### config.mk
export PLATFORM = sky130hd
export DESIGN_NAME = ost_cell
export DESIGN_NICKNAME = d
export VERILOG_FILES = /design/src/hdl/ost_pkg.sv /design/src/hdl/ost_cell.sv
export SDC_FILE = /design/constraint.sdc
export NUM_CORES = 1
export LEC_CHECK = 0
export BUFFER_PORTS_ARGS = -buffer_cell sky130_fd_sc_hd__buf_2
export CORE_MARGIN = 8
export CORE_UTILIZATION = 48
export DETAILED_ROUTE_END_ITERATION = 6
export PLACE_DENSITY = 0.95
export RECOVER_POWER = 50
export SLEW_MARGIN = 20
export SYNTH_ARGS = -nofsm -noshare
export SYNTH_HDL_FRONTEND = slang
export SYNTH_SLANG_ARGS = --single-unit
### constraint.sdc
create_clock -name clk -period 4.7 [get_ports clk]
set_input_delay 0.94 -clock clk [delete_from_list [all_inputs] [get_ports clk]]
set_output_delay 0.94 -clock clk [all_outputs]
set_load 0.02 [all_outputs]
### src/hdl/ost_pkg.sv
// ----------------------------------------------------------------------------
// ost_pkg
// Shared types and codes for the ordered sequence table and its cells.
// ----------------------------------------------------------------------------
package ost_pkg;

	// wide enough for any cell index or count up to 4096
	localparam int IDX_W = 13;

	typedef enum logic [2:0] {
		MODE_INSERT_AT     = 3'd0,
		MODE_INSERT_SORTED = 3'd1,
		MODE_ERASE_AT      = 3'd2,
		MODE_REMOVE_EQUAL  = 3'd3,
		MODE_GET           = 3'd4,
		MODE_SET           = 3'd5,
		MODE_FIND          = 3'd6,
		MODE_UNUSED        = 3'd7
	} mode_t;

	typedef enum logic [1:0] {
		ST_IDLE,
		ST_EVAL,
		ST_APPLY
	} state_t;

	typedef enum logic [1:0] {
		CMD_HOLD,
		CMD_OPEN,
		CMD_CLOSE,
		CMD_WRITE
	} cmd_kind_t;

	typedef struct packed {
		cmd_kind_t         kind;
		logic [IDX_W-1:0]  pos;
	} cell_cmd_t;

	typedef struct packed {
		logic [2:0]  mode;
		logic [6:0]  position;
		logic [31:0] item_value;
	} req_t;

	typedef struct packed {
		logic              ok;
		logic signed [7:0] index_out;
		logic [31:0]       read_value;
		logic [6:0]        removed_count;
		logic [6:0]        entry_count;
	} res_t;

	localparam logic signed [7:0] NO_INDEX = -8'sd1;

endpackage

### src/hdl/ost_cell.sv
// ----------------------------------------------------------------------------
// ost_cell
// One element slot: holds a value, shifts to or from its neighbours and
// registers its compare flags against the search key.
// ----------------------------------------------------------------------------
module ost_cell
	import ost_pkg::*;
#(
	parameter int IDX = 0,
	parameter int VW  = 32
) (
	input  logic          clk,
	input  cell_cmd_t     cmd,
	input  logic [VW-1:0] key,
	input  logic [VW-1:0] left,
	input  logic [VW-1:0] right,
	output logic [VW-1:0] elem,
	output logic          eq,
	output logic          gt
);

	localparam logic [IDX_W-1:0] MY_IDX = IDX_W'(IDX);

	logic [VW-1:0] elem_q;
	logic          eq_q;
	logic          gt_q;

	always_ff @(posedge clk) begin
		case (cmd.kind)
			CMD_OPEN: begin
				if (MY_IDX == cmd.pos) elem_q <= key;
				else if (MY_IDX > cmd.pos) elem_q <= left;
			end
			CMD_CLOSE: begin
				if (MY_IDX >= cmd.pos) elem_q <= right;
			end
			CMD_WRITE: begin
				if (MY_IDX == cmd.pos) elem_q <= key;
			end
			default: begin
			end
		endcase
		eq_q <= (elem_q == key);
		gt_q <= (elem_q > key);
	end

	assign elem = elem_q;
	assign eq   = eq_q;
	assign gt   = gt_q;

endmodule
Word level (Yosys, flattened, before mapping)
Index checks and enable logic that the tools add are counted.
Widths: inputs -> output; s select.
{ "totals": {"latch_bits": 0, "reg_bits": 34, "ram_bits": 0, "romBits": 0, "memories": 0, "in_bits": 112, "out_inout_bits": 34, "wordCells": 21} }
{ "classes": {"addsub": 0, "n_div": 0, "n_reduce_logical": 3, "eq_ne": 7, "order_cmp": 3, "multipliers": 0, "n_shift": 0, "bitwise_logic": 0, "mux": 5} }
{ "op_table": {"columns": ["cell", "n"], "rows": [
  ["$mux 32", 4],
  ["$pmux 32 s3", 1],
  ["$eq 32x32->1", 1],
  ["$gt 32x32->1", 1],
  ["$ge 1x13->1 const A", 1],
  ["$gt 1x13->1 const A", 1],
  ["$logic_not 13->1", 1],
  ["$eq 2x2->1 const B", 2],
  ["$ne 2x2->1 const B", 2],
  ["$reduce_and 4->1", 1],
  ["$ne 3x3->1 const B", 1],
  ["$reduce_bool 3->1", 1],
  ["$eq 2x1->1 const B", 1]
]} }

Depth between registers and ports, before layout
Gate-level depths: netlist (run 1).
{ "depth": {"ltp_word": 4, "depth_mapped": 7, "mapped_depth_nobuf": 7} }

Least setup slack after synthesis (run 1)
No wires, ideal clock.
{ "synth_path": {"kind": "input-to-reg", "startpoint": "input port cmd[1] (netlist name)", "endpoint": "register elem_q[0] (netlist: elem[0]), enable pin", "path_buffers": 1, "setup_ns": 0.421, "setup_slack_ns": 1.262, "t_arrival_ns": 3.017, "stages": 4, "required_ns": 4.279, "cell_sequence": "nor4_2 -> nand4_2 -> clkbuf_1 -> nor2_1"} }
{ "synth_via": {"elab_chain_len": 3, "word_cells_on_any_way": 7, "classes_between": "order compare (2); eq/ne (3); reduce/logical (2)"} }
{ "synth_lines": {"columns": ["element", "line", "rtl"], "rows": [
  ["start: declaration", "ost_cell.sv:13", "input cell_cmd_t cmd,"],
  ["$gt 1x13->1, or another cell as far along", "ost_cell.sv:32", "else if (MY_IDX > cmd.pos) elem_q <= left;"],
  ["$ne 3x3->1 (no line) / $ne 2x2->1 (equally long branches)", null, null],
  ["$reduce_and 4->1 (no line) (*)", null, null],
  ["end signal: assignment", "ost_cell.sv:31", "if (MY_IDX == cmd.pos) elem_q <= key;"],
  ["end signal: assignment", "ost_cell.sv:32", null],
  ["end signal: assignment", "ost_cell.sv:35", "if (MY_IDX >= cmd.pos) elem_q <= right;"],
  ["end: declaration", "ost_cell.sv:24", "logic [VW-1:0] elem_q;"]
]} }
Every way passes the cells marked *; elsewhere a longest branch is shown, timed or not.
A chain may end at the register's enable or synchronous reset.

Worst setup path in the final report (run 1)
{ "layout_path": {"startpoint": "input port cmd[9] (netlist name)", "endpoint": "register elem_q[27] (netlist: elem[27]), enable pin"} }
Same word-level chain as after synthesis.

==> results of run 1 <==
through the flow:
| step | utilization [%] | instances | hold WS [ps] | setup WS [ps] |
|---|---|---|---|---|
| after detailed placement | 63.6 | 491 | 725 | 1770 |
| after global routing | 64.2 | 499 | 798 | 1800 |
| after floorplan | - | 285 | 799 | 1260 |
| after CTS | 65.1 | 499 | 756 | 2070 |
| final | 64.2 | 499 | 775 | 2000 |
| after global placement | 63.6 | 491 | 706 | 1850 |
worst max-delay path: stages:
cell     delay (ps)
buf_2           100
nor4_1          370
nand4_2         130
buf_4           280
nor2_4          770
how the worst max path moves through the flow:
| stage | end | slack, ps | depth (start not counted) | from |
|---|---|---|---|---|
| 6_report | elem[27] | 2000 | 5 | cmd[9] |
| 3_3_place_gp | elem[14] | 1850 | 5 | cmd[1] |
| 3_5_place_dp | elem[14] | 1770 | 5 | cmd[9] |
| 4_1_cts | elem[11] | 2070 | 5 | cmd[9] |
| 5_1_grt | elem[11] | 1800 | 5 | cmd[9] |
| 2_1_floorplan | elem[0] | 1260 | 4 | cmd[1] |
cell usage in the layout (no fill, tap or decap), types with 3 or more instances in the layout:
cell and instances:
buf_2 111, nor2_1 48, mux2i_1 39, clkbuf_1 34, inv_1 32, ha_1 32, edfxtp_1 32, a21oi_1 31
o22ai_1 12, nand4_1 8, nand3_1 5, a21o_1 5, clkbuf_8 5, nand2_1 4, clkinv_1 3
layer usage:
layer / part of all wire, % / wire (um)
met1: 39 / 3270
met2: 52 / 4420
met3: 6.6 / 560
met4: 2.6 / 223
met5: 0 / 0
state kept, by name, indices dropped and copies added, names as in the netlist:
signal / count
eq: 1
gt: 1
elem: 32
kinds of logic (layout without fill, tap and decap cells):
group                    Yosys count  after routing  synth area share, %
AND/OR/NAND/NOR                   77             77                 13.5
AO/OA/AOI/OAI                     57             57                 12.5
buffers and inverters             45            187                 6.85
multiplexers                      40             40                 15.0
flip-flops                        34             34                 37.3
adder cells (fa/ha/maj)           32             32                 14.9
power groups by stage:
stage	clock, mW	sequential, mW	combinational [mW]
after floorplan	0	0.342	0.0775
after global placement	0	0.342	0.137
after detailed placement	0	0.342	0.146
after CTS	0.208	0.335	0.147
after global routing	0.221	0.335	0.163
final	0.203	0.335	0.147
cell type report:
type	instances	area, um^2
Clock buffer	5	68.8
Clock inverter	3	11.3
Fill cell	458	1950
Inverter	32	120
Multi-Input combinational cell	206	1500
Sequential cell	34	1000
Tap cell	72	90.1
Timing Repair Buffer	147	698
==> key figures, run 1 <==
Critical path
  • RR Endpoint: gt
  • Critical Path RT: around 4600 ps
  • Crit path launch type: input port
  • Internal reg-to-reg setup slack: 2840 ps
  • Crit path kind: input port to flop
  • CP arrival: 2610 ps
  • Worst r2r src: elem[30]
  • Reg2reg path depth: 5
  • Crit path capture type: flop
  • CP max FO: 42

Placement
  • Hpwl dp: 6.99 mm
  • Port-buffer cells: 145
  • GP Congestion: roughly 0.85
  • Placed Area: ~0.0035 mm^2

STA
  • Final Cycle Share: a little under three fifths
  • Final TNS setup: 0 ps
  • Worst slew pin tran: between 900 and 1000 ps
  • Clk_skew: 4.26 ps
  • Period minus WS final: around 2700 ps
  • Hold Fails Final Rpt: 0
  • RSZ-0062 raised after global routing: no
  • Max-slew violation count: 0
  • Relative slew slack: 38.3%
  • Fmax: 370 MHz
  • Final setup fails: 0

Drt
  • Drt first pass iters: 5
  • Post-Route WL: 8.47 mm
  • DRC errors left: 0
  • WL/cell: 17.0 um
  • DR iter-0 viols: 101
  • Vias per inst: 5.31
  • Via count: 2651
  • ANT nets after route: 0

Clock network
  • CTS Hold Buffers Added: 0
  • CTS tree: yes
  • Clk sinks: 34
  • Clock buffer depth: 2
  • CTS Root Cell: clkbuf_8
  • Num CTS Buffers: 5
  • Clk_lat worst skew: 280 ps
  • CTS clock-pin slew for the worst setup and hold paths: 70 ps
  • Post-CTS Setup Bufs: 0
  • H-tree levels: 2
  • Post-CTS resize count: 0

Die
  • Die Area: just over 0.008 mm^2
  • Starting Density: 49.3%
  • Row count: 27
  • IO Pins: 146
  • Core box area: 0.00544 mm^2
  • Die X: 90.8 um
  • Die extent in y: 90.8 um

Power
  • Static Leak: 1.76 nW
  • Switching Fraction: about a quarter
  • Comb pwr share: 21.4%
  • Clk pwr share: 29.6%
  • Switch Pwr: 0.177 mW
  • Power Total: about 0.7 mW
  • Int Power: a little over 0.5 mW
  • Maximum vdd ir drop: 0.134 mV
  • Power share of the sequential group: 48.9%
  • PwrDens: slightly below 200 mW/mm^2

GRT
  • Number of global-route vias before repair: between 2000 and 3000
  • Grt peak-use layer: met2
  • GR Layer Usage met2: between 30% and 40%
  • Global-route wire length before repair: ~13 mm
  • Initial antenna violation count: 0
  • M3 GR Usage: 5.15%
  • Grt total ovfl: 0
  • Pin count of the biggest net entering global routing: 43
  • M1 GR Usage: 20.8%
  • Total GRT Usage: 19.7%

Cells and area
  • Finished Cell Area: roughly 0.0035 mm^2
  • Layout overhead on the synthesized area: 30.0%
  • Nets: 570
  • # diodes: 0
  • Share of post-route cells with drive strength above 1: 28.6%

Synth
  • Register area share after synthesis: a little under two fifths
  • Post-synth top area share: 35.8%
  • Yosys reg bits: 34
  • Post-Synthesis Cell Area: 0.00268 mm^2
  • Commonest cells post-synth: nor2_1, mux2i_1, edfxtp_1, ha_1, inv_1
  • Mapped Nets: 429
  • Fraction of registers with async set/reset: 0%
  • Top_reg_cell synth: edfxtp_1
  • Syn Inst Count: 285
  • Cell taking the most area after synthesis: edfxtp_1
  • Number of synthesized flops with an enable pin: 32
  • Yosys warns: 0
  • Most frequent cell after synthesis: nor2_1
  • Synth unique cells: 34
  • Synth area leaders: edfxtp_1, ha_1, mux2i_1, nor2_1, a21oi_1
  • Syn Area/Cell: 9.42 um^2

Outcome
  • Outcome: complete, no violations

Hold path
  • Hold Path Depth: 3
  • Worst hold start: elem[31]
  • HP Class: flop to flop
  • Hold Path Sink: gt

Run
  • Max-cap violations: 0
(Power assumes the default switching activity.)
==> run 2, diff against run 1 <==
- CORE_UTILIZATION: 48 -> 41
- PLACE_DENSITY: 0.95 -> 0.87
- clock period: 4.7 -> 2.38 ns (I/O delays scaled with it)
==> run 2 against run 1 <==
Against the previous run:
- power rose by 100%
- die area rose by 14%
- utilization fell by 8.8 points
- flip-flop and latch count did not move
- first-iteration DRC count rose by 9.9%
- critical endpoint is now elem[7]
- highest routed layer unchanged
==> key figures, run 2 (synthesized netlist as in run 1, its figures left out) <==
Power
  • Maximum vdd ir drop: 0.176 mV (+31%)
  • PwrDens: 389 mW/mm^2 (+98%)
  • Switching Fraction: 26.3% (+0.43 points)
  • Int Power: 1.01 mW (+99%)
  • Power share of the sequential group: 48.3% (-0.6 points)
  • Clk pwr share: 30.6% (+1.0 points)
  • Static Leak: 1.77 nW (+0.43%)
  • Comb pwr share: 21.0% (-0.4 points)
  • Switch Pwr: 0.360 mW (+100%)

Critical path
  • Internal reg-to-reg setup slack: 580 ps (-2260 ps)
  • CP Depth: 6 (+1)
  • CP arrival: 2110 ps (-500 ps)
  • CP max FO: 12 (-71%)
  • Reg2reg path depth: 5 (unchanged)
  • Crit path launch type: input port
  • CP bufs+invs: 1 (-1)
  • Worst path max stage delay: 530 ps (-240 ps)
  • Crit path capture type: flop
  • CP cell instances: buf_2 > nor4_1 > nand4_1 > nand2b_1 > o22ai_1 > nor2_1
  • Critical Path RT: 2520 ps (-2090 ps)
  • Slowest stage cell, crit path: nand2b_1
  • RR Endpoint: gt
  • Worst r2r src: elem[30]
  • Worst Setup SP: cmd[1]
  • Crit path kind: input port to flop
  • CP top delay family: simple AND/OR/NAND/NOR gates
  • Crit path capture: elem[7]

Outcome
  • Outcome: complete, no violations

Clock network
  • H-tree levels: 2 (unchanged)
  • Clk_lat worst skew: 280 ps (about the same)
  • Num CTS Buffers: 5 (unchanged)
  • Post-CTS Setup Bufs: 0 (unchanged)
  • Clock buffer depth: 2 (unchanged)
  • CTS clock-pin slew for the worst setup and hold paths: 70 ps (about the same)
  • CTS Root Cell: clkbuf_8
  • CTS Hold Buffers Added: 0 (unchanged)
  • CTS tree: yes
  • Clk sinks: 34 (unchanged)
  • Post-CTS resize count: 0 (unchanged)

STA
  • Final Cycle Share: slightly above 80%
  • Hold Fails Final Rpt: 0 (unchanged)
  • RSZ-0062 raised after global routing: no
  • Max-slew violation count: 0 (unchanged)
  • Period minus WS final: 1980 ps
  • Fmax: 506 MHz
  • Clk_skew: 3.92 ps (-0.346 ps)
  • Worst slew pin tran: 532 ps (-392 ps)
  • Relative slew slack: 64.5% (+26 points)
  • Final TNS setup: 0 ps (unchanged)
  • Final setup fails: 0 (unchanged)

Hold path
  • HP Class: input port to flop
  • Worst hold start: left[29]

Cells and area
  • Finished Cell Area: 0.00351 mm^2 (+0.72%)
  • Nets: 574 (+0.70%)
  • Most common cell after layout, fill and taps aside: buf_2
  • Number of flip-flops under the largest register name: 32 (unchanged)
  • Commonest cells after routing, fill and taps aside: buf_2, nor2_1, mux2i_1
  • Layout overhead on the synthesized area: 31.0%
  • Share of post-route cells with drive strength above 1: 29.0% (+0.43 points)
  • # diodes: 0 (unchanged)
  • Fin util: 55.3% (-8.8 points)

Die
  • Row count: 29 (+7.4%)
  • Starting Density: 42.3% (-7.1 points)
  • Die X: 96.9 um (+6.8%)
  • Die extent in y: 96.9 um (+6.8%)
  • IO Pins: 146 (unchanged)
  • Die Area: 0.00939 mm^2 (+14%)
  • Core box area: 0.00635 mm^2 (+17%)

GRT
  • Grt total ovfl: 0 (unchanged)
  • Number of global-route vias before repair: 2846 (-2.7%)
  • Initial antenna violation count: 0 (unchanged)
  • Total GRT Usage: 17.2% (-2.5 points)
  • Global-route wire length before repair: 13.6 mm (+2.7%)
  • Pin count of the biggest net entering global routing: 29 (-33%)

Placement
  • GP Congestion: 0.793 (-6.4%)
  • Port-buffer cells: 145 (unchanged)
  • Placed Area: 0.00349 mm^2 (+1.0%)
  • Hpwl dp: 7.05 mm (+0.87%)

Run
  • Max-cap violations: 0 (unchanged)

Drt
  • DR iter-0 viols: 111 (+9.9%)
  • Drt first pass iters: 4 (-1)
  • DRC errors left: 0 (unchanged)
  • Vias per inst: 5.25 (-1.2%)
  • ANT nets after route: 0 (unchanged)
  • WL/cell: 16.6 um (-2.0%)
  • Post-Route WL: 8.45 mm (-0.22%)
  • Via count: 2667 (+0.60%)
[run 2: cell count changes in the layout (fill, tap and decap cells not counted), sizes merged]
cell and change:
clkbuf +3, clkinv -1, buf +2
[run 2: layout make-up]
| class | instances | area [um^2] |
|---|---|---|
| multi-input combinational | 206 | 1490 |
| sequential | 34 | 1000 |
| inverter | 32 | 120 |
| tap | 77 | 96.3 |
| clock inverter | 2 | 8.76 |
| clock buffer | 6 | 72.6 |
| timing repair buffer | 151 | 722 |
| fill | 597 | 2840 |
[run 2: power by group through the flow]
| stage | sequential (mW) | combinational (mW) | clock (mW) |
|---|---|---|---|
| global route | 0.661 | 0.323 | 0.452 |
| global placement | 0.674 | 0.275 | 0 |
| detailed placement | 0.674 | 0.288 | 0 |
| floorplan | 0.676 | 0.153 | 0 |
| finish | 0.661 | 0.288 | 0.419 |
| CTS | 0.661 | 0.290 | 0.426 |
[run 2: per-layer routing]
metal	GRT usage [%]	share of wire (%)	routed length, um	vias up
met5	0	0	0	-
met4	5.56	1.7	144	0
met3	5.19	7.7	649	13
met2	29.6	50	4190	103
met1	19.8	41	3460	1224
li1	-	-	-	1327
[run 2: worst register-to-register path, stage by stage (launching register included)]
cell and delay (ps):
edfxtp_1 400, ha_1 340, nand4_1 200, nor4_1 460, and3_1 240, a31oi_1 40
[run 2: worst min-delay path by stage]
stage                          end  cells past startpoint  slack [ps]
after floorplan           elem[12]                      2         690
after global placement          gt                      3         720
after detailed placement        gt                      3         740
after CTS                 elem[29]                      3         500
after global routing      elem[13]                      3         510
final                     elem[29]                      3         510
[run 2: metrics by stage]
| step | hold slack (ps) | total power [mW] | setup slack [ps] | std cells |
|---|---|---|---|---|
| after floorplan | 691 | 0.829 | 265 | 285 |
| after global placement | 717 | 0.950 | 356 | 500 |
| after CTS | 504 | 1.38 | 530 | 508 |
| after detailed placement | 737 | 0.962 | 274 | 500 |
| after global routing | 510 | 1.44 | 200 | 508 |
| final | 511 | 1.37 | 403 | 508 |
==> run 3, diff against run 2 <==
- clock period: 2.38 -> 1.6 ns (I/O delays scaled with it)
==> run 3 against run 2 <==
Against the previous run:
- the flow now finishes with violations (setup timing)
- clock skew rose by 2.6 ps
- clock power rose by 45%
- die area did not move
- register-to-register slack got worse by 720 ps
- clock-buffer cell count rose by 1
- design area rose by 6.5%
- setup slack got worse by 540 ps
- critical endpoint is now gt
- largest power group unchanged
==> key figures, run 3 (synthesized netlist as in run 1, its figures left out) <==
Power
  • PwrDens: 547 mW/mm^2 (+41%)
  • Static Leak: 1.87 nW (+5.8%)
  • Maximum vdd ir drop: 0.351 mV (+99%)
  • Power Total: 2.05 mW (+50%)

Outcome
  • Outcome: complete, but fails checks
  • Failing checks: setup timing

Critical path
  • Crit path capture type: flop
  • Reg2reg path depth: 5 (unchanged)
  • RR Endpoint: gt
  • Crit path launch type: flop
  • Crit path kind: flop to flop
  • Worst r2r src: elem[26]
  • Critical Path RT: 1760 ps (-760 ps)
  • CP arrival: 1890 ps (-220 ps)
  • CP max FO: 3 (-9)
  • Internal reg-to-reg setup slack: -140 ps (-720 ps)

Clock network
  • CTS Hold Buffers Added: 0 (unchanged)
  • Clock buffer depth: 2 (unchanged)
  • Clk_lat worst skew: 270 ps (about the same)
  • H-tree levels: 2 (unchanged)
  • CTS clock-pin slew for the worst setup and hold paths: 70 ps (about the same)
  • Clk sinks: 34 (unchanged)
  • Num CTS Buffers: 5 (unchanged)
  • CTS Root Cell: clkbuf_8
  • CTS tree: yes

Die
  • Starting Density: 42.3% (unchanged)
  • IO Pins: 146 (unchanged)
  • Die extent in y: 96.9 um (unchanged)
  • Die X: 96.9 um (unchanged)
  • Die Area: 0.00939 mm^2 (unchanged)
  • Core box area: 0.00635 mm^2 (unchanged)
  • Row count: 29 (unchanged)

Placement
  • Placed Area: 0.00365 mm^2 (+4.6%)
  • Hpwl dp: 7.02 mm (-0.52%)
  • GP Congestion: 0.828 (+4.4%)
  • Port-buffer cells: 145 (unchanged)

Cells and area
  • FILL cells: 569 (-4.7%)
  • # diodes: 0 (unchanged)
  • Layout overhead on the synthesized area: 39.5%
  • Finished Cell Area: 0.00374 mm^2 (+6.5%)
  • Most common cell after layout, fill and taps aside: buf_2
  • Share of post-route cells with drive strength above 1: 33.9% (+4.9 points)
  • Commonest cells after routing, fill and taps aside: buf_2, nor2_1, mux2i_1
  • Number of flip-flops under the largest register name: 32 (unchanged)
  • Nets: 590 (+2.8%)

STA
  • Final Cycle Share: 109%
  • Relative slew slack: 62.5% (-2.0 points)
  • RSZ-0062 raised after global routing: yes
  • PnR worst setup slack: -139 ps (-542 ps)
  • Fmax: approximately 580 MHz
  • Worst slew pin tran: 562 ps (+29.7 ps)
  • Hold Fails Final Rpt: 0 (unchanged)
  • Clk_skew: 6.53 ps (+2.61 ps)
  • Max-slew violation count: 0 (unchanged)
  • Final setup fails: 2 (+2)
  • Period minus WS final: 1740 ps

Drt
  • Drt first pass iters: 4 (unchanged)
  • Post-Route WL: 8.55 mm (+1.2%)
  • WL/cell: 16.4 um (-1.7%)
  • ANT nets after route: 0 (unchanged)
  • Via count: 2664 (-0.11%)
  • DR iter-0 viols: 120 (+8.1%)
  • DRC errors left: 0 (unchanged)
  • Vias per inst: 5.09 (-3.0%)

GRT
  • Global-route wire length before repair: 13.8 mm (+1.6%)
  • Number of global-route vias before repair: 2984 (+4.8%)
  • Initial antenna violation count: 0 (unchanged)
  • Pin count of the biggest net entering global routing: 39 (+34%)
  • Grt total ovfl: 0 (unchanged)
  • Total GRT Usage: 17.4% (+0.17 points)

Hold path
  • Worst hold start: left[6]
  • Hold Path Depth: 3 (unchanged)
  • HP Class: input port to flop
  • Hold Path Sink: elem[6]

Run
  • Max-cap violations: 0 (unchanged)
## run 3: changes by cell type in the layout (fill, tap and decap cells not counted), moves of 2 or more
| cell | change |
|---|---|
| buf_4 | +14 |
| ha_1 | -3 |
| ha_4 | +3 |
| nor4_4 | +2 |
## run 3: per-stage QoR
step / TNS (ps) / hold WS (ps) / utilization [%] / instances / worst slack, ps
final: -175 / 361 / 59.0 / 523 / -139
after global routing: -592 / 354 / 59.0 / 523 / -258
after CTS: -137 / 349 / 59.4 / 522 / -134
after detailed placement: -9490 / 638 / 57.6 / 514 / -333
after global placement: -7080 / 630 / 57.6 / 514 / -282
after floorplan: -7920 / 535 / - / 285 / -246
## run 3: repair_timing
item / CTS / global route
pin swaps: 2 / 2
resized for setup: 5 / 6
setup buffers: 1 / 1
endpoints found under the setup margin: 2 / 4
## run 3: area by class of cell
type / count / area (um^2) / area share [%]
clock buffer: 7 / 76.3 / 2.04
inverter: 32 / 120 / 3.21
multi-input combinational: 206 / 1580 / 42.2
sequential: 34 / 1000 / 26.7
tap: 77 / 96.3 / 2.57
timing repair buffer: 167 / 871 / 23.3
## run 3: report_power, final
part,leakage [nW],total [mW],internal [mW],switching [mW]
registers,0.309,0.983,0.983,0.000783
clock network,0.0383,0.607,0.300,0.307
logic,1.52,0.459,0.238,0.221
total,1.87,2.05,1.52,0.528
## run 3: worst max-delay path by stage
stage,from,endpoint,slack [ps],depth (start not counted)
after floorplan,cmd[9],elem[0],-250,4
after global placement,key[30],gt,-280,7
after detailed placement,key[30],gt,-330,7
after CTS,elem[31],gt,-130,5
after global routing,elem[13],gt,-260,6
final,elem[26],gt,-140,5
## run 3: critical path, cell delays in order, from the launching register on
cell and delay, ps:
edfxtp_1 430, ha_4 290, nand4_1 250, nor4_4 380, and3_4 240, a31oi_1 30
## run 3: metal layers
| layer | wire (um) | track usage [%] |
|---|---|---|
| met4 | 61 | 4.62 |
| met1 | 3510 | 19.0 |
| met2 | 4420 | 31.7 |
| met5 | 0 | 0 |
| met3 | 557 | 4.98 |
